**config.mk**
```make
export PLATFORM = sky130hd
export DESIGN_NAME = int8_dot_product_requantizer
export DESIGN_NICKNAME = d
export VERILOG_FILES = /design/src/idpr_pkg.sv /design/src/idpr_ctrl.sv /design/src/idpr_datapath.sv /design/src/int8_dot_product_requantizer.sv
export SDC_FILE = /design/constraint.sdc
export NUM_CORES = 2
export LEC_CHECK = 0
export BUFFER_PORTS_ARGS = -buffer_cell sky130_fd_sc_hd__buf_2
export CORE_AREA = 4 4 343 345
export CTS_CLUSTER_SIZE = 40
export DETAILED_ROUTE_END_ITERATION = 12
export DIE_AREA = 0 0 347 349
export HOLD_SLACK_MARGIN = 0.12
export PLACE_DENSITY_LB_ADDON = 0.15
export SLEW_MARGIN = 20
export SYNTH_ARGS = -nofsm -noshare
export SYNTH_HDL_FRONTEND = slang
export SYNTH_HIERARCHICAL = 1
export SYNTH_SLANG_ARGS = --single-unit
```
**constraint.sdc**
```tcl
create_clock -name i_clk -period 20.6 [get_ports i_clk]
set_input_delay 4.12 -clock i_clk [delete_from_list [all_inputs] [get_ports i_clk]]
set_output_delay 4.12 -clock i_clk [all_outputs]
set_load 0.02 [all_outputs]
```
**src/idpr_pkg.sv**
```systemverilog
package idpr_pkg;

    localparam int unsigned CFG_IDX_W  = 3;
    localparam int unsigned CFG_DATA_W = 32;

    // configuration register indexes
    typedef enum logic [CFG_IDX_W-1:0] {
        CFG_ALPHA  = 3'd0,
        CFG_BETA   = 3'd1,
        CFG_C_ZP   = 3'd2,
        CFG_SHIFT  = 3'd3,
        CFG_A_ZP   = 3'd4,
        CFG_B_ZP   = 3'd5,
        CFG_Y_ZP   = 3'd6,
        CFG_CLAMP  = 3'd7
    } t_cfg_idx;

    localparam logic [31:0] ALPHA_RST = 32'd1;
    localparam logic [15:0] CLAMP_RST = 16'h7F80;

    // datapath step selected by the controller
    typedef enum logic [2:0] {
        STEP_NONE  = 3'd0,
        STEP_ALPHA = 3'd1,
        STEP_BETA  = 3'd2,
        STEP_SUM   = 3'd3,
        STEP_RQ    = 3'd4,
        STEP_BIAS  = 3'd5,
        STEP_SHIFT = 3'd6,
        STEP_OUT   = 3'd7
    } t_step;

    typedef struct packed {
        logic  mac;
        logic  capture;
        t_step step;
    } t_dp_cmd;

endpackage

```
**src/idpr_ctrl.sv**
```systemverilog
module idpr_ctrl import idpr_pkg::*; (
    input  logic    i_clk,
    input  logic    i_rst_n,
    input  logic    i_in_valid,
    input  logic    i_last_pair,
    output logic    o_in_ready,
    output logic    o_out_valid,
    input  logic    i_out_ready,
    output t_dp_cmd o_cmd
);

    typedef enum logic [2:0] {
        S_IDLE, S_ALPHA, S_BETA, S_SUM, S_RQ, S_BIAS, S_SHIFT, S_OUT
    } t_state;

    t_state r_state;
    t_state n_state;
    logic   r_out_valid;
    logic   n_out_valid;
    logic   w_accept;
    logic   w_load;

    assign o_in_ready  = (r_state == S_IDLE);
    assign o_out_valid = r_out_valid;
    assign w_accept    = i_in_valid && o_in_ready;
    // output slot is free when empty or being drained this cycle
    assign w_load      = (r_state == S_OUT) && (!r_out_valid || i_out_ready);

    always_comb begin
        n_state      = r_state;
        o_cmd.mac     = w_accept;
        o_cmd.capture = w_accept && i_last_pair;
        o_cmd.step    = STEP_NONE;
        case (r_state)
            S_IDLE: begin
                if (w_accept && i_last_pair) n_state = S_ALPHA;
            end
            S_ALPHA: begin
                o_cmd.step = STEP_ALPHA;
                n_state    = S_BETA;
            end
            S_BETA: begin
                o_cmd.step = STEP_BETA;
                n_state    = S_SUM;
            end
            S_SUM: begin
                o_cmd.step = STEP_SUM;
                n_state    = S_RQ;
            end
            S_RQ: begin
                o_cmd.step = STEP_RQ;
                n_state    = S_BIAS;
            end
            S_BIAS: begin
                o_cmd.step = STEP_BIAS;
                n_state    = S_SHIFT;
            end
            S_SHIFT: begin
                o_cmd.step = STEP_SHIFT;
                n_state    = S_OUT;
            end
            S_OUT: begin
                if (w_load) begin
                    o_cmd.step = STEP_OUT;
                    n_state    = S_IDLE;
                end
            end
            default: n_state = S_IDLE;
        endcase
    end

    always_comb begin
        n_out_valid = r_out_valid;
        if (w_load) n_out_valid = 1'b1;
        else if (i_out_ready) n_out_valid = 1'b0;
    end

    always_ff @(posedge i_clk) begin
        if (!i_rst_n) begin
            r_state     <= S_IDLE;
            r_out_valid <= 1'b0;
        end else begin
            r_state     <= n_state;
            r_out_valid <= n_out_valid;
        end
    end

endmodule

```
**src/idpr_datapath.sv**
```systemverilog
module idpr_datapath import idpr_pkg::*; (
    input  logic                  i_clk,
    input  logic                  i_rst_n,
    input  logic                  i_cfg_we,
    input  logic [CFG_IDX_W-1:0]  i_cfg_idx,
    input  logic [CFG_DATA_W-1:0] i_cfg_data,
    input  t_dp_cmd               i_cmd,
    input  logic signed [7:0]     i_a_elem,
    input  logic signed [7:0]     i_b_elem,
    input  logic signed [31:0]    i_c_elem,
    input  logic signed [31:0]    i_requant_mul,
    input  logic signed [31:0]    i_requant_add,
    output logic signed [7:0]     o_y_elem
);

    // configuration registers
    logic [31:0] r_alpha;
    logic [31:0] r_beta;
    logic [31:0] r_c_zp;
    logic [5:0]  r_shift_rnd;
    logic [8:0]  r_a_zp;
    logic [8:0]  r_b_zp;
    logic [31:0] r_y_zp;
    logic [15:0] r_clamp;

    // working registers
    logic [31:0] r_acc;
    logic [31:0] r_csum;
    logic [31:0] r_rq_mul;
    logic [31:0] r_rq_add;
    logic [31:0] r_prod;
    logic [31:0] r_t;
    logic [7:0]  r_y;

    logic signed [9:0]  w_a_off;
    logic signed [9:0]  w_b_off;
    logic signed [19:0] w_mac_prod;
    logic [31:0]        w_mul_x;
    logic [31:0]        w_mul_y;
    logic [31:0]        w_mul;
    logic [4:0]         w_shift;
    logic [31:0]        w_rbias;
    logic [31:0]        w_sra;
    logic signed [31:0] w_lo;
    logic signed [31:0] w_hi;
    logic signed [31:0] w_ts;
    logic [7:0]         w_clamped;

    always_ff @(posedge i_clk) begin
        if (!i_rst_n) begin
            r_alpha     <= ALPHA_RST;
            r_beta      <= '0;
            r_c_zp      <= '0;
            r_shift_rnd <= '0;
            r_a_zp      <= '0;
            r_b_zp      <= '0;
            r_y_zp      <= '0;
            r_clamp     <= CLAMP_RST;
        end else if (i_cfg_we) begin
            case (t_cfg_idx'(i_cfg_idx))
                CFG_ALPHA: r_alpha     <= i_cfg_data;
                CFG_BETA:  r_beta      <= i_cfg_data;
                CFG_C_ZP:  r_c_zp      <= i_cfg_data;
                CFG_SHIFT: r_shift_rnd <= i_cfg_data[5:0];
                CFG_A_ZP:  r_a_zp      <= i_cfg_data[8:0];
                CFG_B_ZP:  r_b_zp      <= i_cfg_data[8:0];
                CFG_Y_ZP:  r_y_zp      <= i_cfg_data;
                CFG_CLAMP: r_clamp     <= i_cfg_data[15:0];
                default: ;
            endcase
        end
    end

    // offset operands fit in 10 bits, their product in 20
    assign w_a_off    = 10'(i_a_elem) + 10'($signed(r_a_zp));
    assign w_b_off    = 10'(i_b_elem) + 10'($signed(r_b_zp));
    assign w_mac_prod = w_a_off * w_b_off;

    always_ff @(posedge i_clk) begin
        if (!i_rst_n) begin
            r_acc <= '0;
        end else if (i_cmd.mac) begin
            r_acc <= r_acc + 32'(w_mac_prod);
        end else if (i_cmd.step == STEP_BETA) begin
            r_acc <= '0;
        end
    end

    // shared 32x32 multiplier, low word only
    always_comb begin
        case (i_cmd.step)
            STEP_ALPHA: begin
                w_mul_x = r_alpha;
                w_mul_y = r_acc;
            end
            STEP_BETA: begin
                w_mul_x = r_beta;
                w_mul_y = r_csum;
            end
            default: begin
                w_mul_x = r_t;
                w_mul_y = r_rq_mul;
            end
        endcase
    end
    assign w_mul = w_mul_x * w_mul_y;

    assign w_shift   = r_shift_rnd[4:0];
    assign w_rbias   = (r_shift_rnd[5] && (w_shift != 5'd0)) ?
                       (32'd1 << (w_shift - 5'd1)) : 32'd0;
    assign w_sra     = 32'($signed(r_t) >>> w_shift);
    assign w_lo      = 32'($signed(r_clamp[7:0]));
    assign w_hi      = 32'($signed(r_clamp[15:8]));
    assign w_ts      = $signed(r_t);
    assign w_clamped = (w_ts < w_lo) ? w_lo[7:0] :
                       (w_ts > w_hi) ? w_hi[7:0] : r_t[7:0];

    always_ff @(posedge i_clk) begin
        if (i_cmd.capture) begin
            // beta*c + beta*cz equals beta*(c + cz) modulo 2^32
            r_csum   <= i_c_elem + r_c_zp;
            r_rq_mul <= i_requant_mul;
            r_rq_add <= i_requant_add;
        end
        case (i_cmd.step)
            STEP_ALPHA: r_prod <= w_mul;
            STEP_BETA: begin
                r_t    <= r_prod;
                r_prod <= w_mul;
            end
            STEP_SUM:   r_t    <= r_t + r_prod;
            STEP_RQ:    r_prod <= w_mul;
            STEP_BIAS:  r_t    <= r_prod + w_rbias + r_rq_add;
            STEP_SHIFT: r_t    <= w_sra + r_y_zp;
            STEP_OUT:   r_y    <= w_clamped;
            default: ;
        endcase
    end

    assign o_y_elem = r_y;

endmodule

```
**src/int8_dot_product_requantizer.sv**
```systemverilog
// int8 dot product with requantization, one output element per run of pairs
// throughput: pairs without last_pair are taken one per cycle; the last pair
//   closes the input through the ALPHA, BETA, SUM, RQ, BIAS, SHIFT and OUT
//   states, the single shared 32x32 multiplier working alpha, beta and the
//   requant factor in turn; the result word loads in OUT once the slot is free
// reset: synchronous active low, config regs to defaults, accumulator cleared
module int8_dot_product_requantizer import idpr_pkg::*; (
    input  logic                  i_clk,
    input  logic                  i_rst_n,
    // configuration write port
    input  logic                  i_cfg_we,
    input  logic [CFG_IDX_W-1:0]  i_cfg_idx,
    input  logic [CFG_DATA_W-1:0] i_cfg_data,
    // input word channel
    input  logic                  i_in_valid,
    output logic                  o_in_ready,
    input  logic signed [7:0]     i_a_elem,
    input  logic signed [7:0]     i_b_elem,
    input  logic signed [31:0]    i_c_elem,
    input  logic signed [31:0]    i_requant_mul,
    input  logic signed [31:0]    i_requant_add,
    input  logic                  i_last_pair,
    // output word channel
    output logic                  o_out_valid,
    input  logic                  i_out_ready,
    output logic signed [7:0]     o_y_elem
);

    t_dp_cmd w_cmd;

    // sequencer: accepts pairs, then steps the requant chain
    idpr_ctrl u_ctrl (
        .i_clk       (i_clk),
        .i_rst_n     (i_rst_n),
        .i_in_valid  (i_in_valid),
        .i_last_pair (i_last_pair),
        .o_in_ready  (o_in_ready),
        .o_out_valid (o_out_valid),
        .i_out_ready (i_out_ready),
        .o_cmd       (w_cmd)
    );

    // mac, config registers, shared multiplier, shift and clamp
    idpr_datapath u_datapath (
        .i_clk         (i_clk),
        .i_rst_n       (i_rst_n),
        .i_cfg_we      (i_cfg_we),
        .i_cfg_idx     (i_cfg_idx),
        .i_cfg_data    (i_cfg_data),
        .i_cmd         (w_cmd),
        .i_a_elem      (i_a_elem),
        .i_b_elem      (i_b_elem),
        .i_c_elem      (i_c_elem),
        .i_requant_mul (i_requant_mul),
        .i_requant_add (i_requant_add),
        .o_y_elem      (o_y_elem)
    );

    // a last pair starts the requant chain, which blocks the input
    a_last_blocks: assert property (@(posedge i_clk) disable iff (!i_rst_n)
        (i_in_valid && o_in_ready && i_last_pair) |=> !o_in_ready)
        else $error("input still open after last pair");

    // ordinary pairs stream without a bubble
    a_mac_streams: assert property (@(posedge i_clk) disable iff (!i_rst_n)
        (i_in_valid && o_in_ready && !i_last_pair) |=> o_in_ready)
        else $error("input closed after ordinary pair");

    // reset leaves the block open and empty
    a_reset_state: assert property (@(posedge i_clk)
        !i_rst_n |=> (o_in_ready && !o_out_valid))
        else $error("bad state after reset");

endmodule

```
==> flow_summary.ini <==
[worst_hold_path]
min_path_type = register to register
hp-start = u_datapath/r_beta[24]$_SDFFE_PN0P_
whs_endpoint = u_datapath/r_beta[24]$_SDFFE_PN0P_
whs_path_depth = 2

[logic_synthesis]
synth_fa_ha_area_share_pct = 34.98
syn_avg_cell_area_um2 = 8.779
ys_ff_latch = 372
synthCells = 5182
ys_dominant_reg_cell = dfxtp_1
synth_mux_area_share_pct = 2.203
synth_seq_area_share_pct = 20.07
synthSimpleGateAreaFrac_pct = 15.72
synth_edf_count = 168
synth_top_family_by_area = adder cells
yosysWarnings = 6
synth_async_sr_flop_share_pct = 0
syn_area_um2 = 45490
synth_compound_area_share_pct = 14.50
syn_nets = 6284
synth_xor_area_share_pct = 4.967
ys_types = 80

[floorplan]
die_y_um = 349
coreArea_um2 = 114200
pin_count = 163
die_w_um = 347
rows = 124
dieArea_um2 = 121100
start_util_pct = 39.84

[detailed_routing]
route.detailed.drc = 0
drt-initial-drc-count = 3027
num_vias = 37050
wl_per_cell_um = 22.64
wl_um = 154800
vias_per_cell = 5.417
route.antenna.remaining_nets = 0
drt_pass1_iterations = 6

[clock_network]
cts.sinks = 372
clockRootBuffer = clkbuf_16
cts_buffer_depth = 3
post_cts_resized = 0
cts_setup_buffers = 0
cts_buffers = 48
h-tree-depth = 2
cts.clk_slew.worst_paths_ps = 60
tritoncts = yes
worstSkewPairLatency_ps = 620
ctsHoldBuffers = 0

[sta]
fin_crit_sh_pct = 68.29
setup_violations = 0
whs_ps = 469.5
finalHoldViolCount = 0
rsz0062_at_grt = false
fmax_ghz = 0.07108
setup_tns_ps = 0
report.final.slew_viol_count = 0
skew_ps = 17.72
fin_crit_ps = 14070
worst_slew_pin_slew_ps = 1219
slew_headroom_pct = 18.76

[place]
portBuffers = 162
dp_hpwl_um = 120000
routabilityCongestion = 0.9290
place_inst = 6744

[finish]
final_layout_size_suffix_gt1_share_pct = 7.965
fin_cells = 6840
final_common_cell = nand2_1
syn_to_final_growth_pct = 9.543
fin_util_pct = 43.64
final_cell_mix = 866 x nand2_1, 704 x inv_1, 538 x fa_1
fill_cells = 11397
finalNetCount = 6385

[setup_path]
critPathMaxStageDelay_ps = 970
r2r-end = u_datapath/r_prod[31]$_DFFE_PP_
critPathKind = input pin to register
worstRegToRegCells = 34
cpMaxStageDelayCell = a221o_1
r2r-start = u_ctrl/r_state[1]$_SDFFE_PN0P_
path_buf_inv = 6
crit_required_ps = 20960
critPathTopFamily = adder cells
path_max_fanout = 78
crit_path_end_kind = register
reg2reg_slack_ps = 9760
path_common_cell = fa_1
worstPathArrival_ps = 14430
cp-start-kind = input pin

[grt]
grt_use_met3_pct = 3.436
grt_use_met1_pct = 34.63
first_global_vias = 37514
grt.busiest_layer = met2
grt_pass1_wl_um = 234700
grtUsageMet2_pct = 42.00
globalRoute.totalOverflow = 0
track_usage_pct = 25.43
antenna_found_initial = 8
grt_max_degree = 95

[run_status]
status = complete, no violations

[run]
maxCapViolCount = 0
==> per-layer routing <==
metal,vias up,share of wire (%)
met5,-,0
met4,0,3.5
met3,220,6.5
met2,1193,46
met1,18377,44
li1,17260,-
==> stage by stage <==
| step | instance area [um2] | setup WS (ps) |
|---|---|---|
| after global routing | 49830 | 5873 |
| after detailed placement | 48220 | 6003 |
| final | 49840 | 6531 |
| after CTS | 49820 | 6690 |
| after floorplan | 45490 | 7311 |
| after global placement | 48220 | 6116 |
==> tightest hold or removal path, cell delays in order, from the launching register on <==
cell	delay (ps)
dfxtp_1	310
nand2_1	50
a21boi_0	60
==> worst max-delay path by stage <==
stage,start,to,depth (start not counted)
final,i_out_ready,u_datapath/r_prod[31]$_DFFE_PP_,35
after global routing,i_out_ready,u_datapath/r_prod[31]$_DFFE_PP_,35
after CTS,i_out_ready,u_datapath/r_prod[31]$_DFFE_PP_,35
after detailed placement,i_out_ready,u_datapath/r_prod[31]$_DFFE_PP_,35
after global placement,i_out_ready,u_datapath/r_prod[31]$_DFFE_PP_,35
after floorplan,i_out_ready,u_datapath/r_prod[31]$_DFFE_PP_,39
==> cell type report <==
type	count	area, um2	share of cell area [%]
flip-flops and latches	372	9130	18.32
inverters	705	2646	5.310
well taps	1512	1892	3.796
clock inverters	32	252.7	0.5072
multi-input cells	3897	33020	66.26
repair buffers	259	1539	3.088
clock buffers	58	1344	2.696
diodes	5	12.51	0.02511
==> cells in the mapped netlist (all sizes together) (36+ instances only) <==
master / count / share of area (%)
mux2i: 45 / 0.99
fa: 538 / 24
nor2b: 99 / 1.4
and2: 88 / 1.2
dfxtp: 204 / 9.0
xor2: 69 / 1.3
a221o: 36 / 0.79
xnor2: 189 / 3.6
a21oi: 289 / 3.2
a221oi: 45 / 0.91
edfxtp: 168 / 11
ha: 411 / 11
nand2b: 53 / 0.73
clkbuf: 187 / 1.5
inv: 705 / 5.8
a21o: 80 / 1.3
a21boi: 160 / 2.6
o21ai: 150 / 1.7
nor2: 335 / 2.8
nand2: 868 / 7.2
==> logic make-up (layout without fill, tap and decap cells) <==
family,count (synthesis),after routing
compound gates,990,990
xor+xnor,258,258
fa+ha+maj,949,949
buf+inv,913,1054
flops,372,372
mux,78,78
other cells,0,5
simple gates,1622,1622
Power is left out: the tool's default activity adds up to more than one toggle a clock period on the data nets, which glitch-free logic cannot reach.
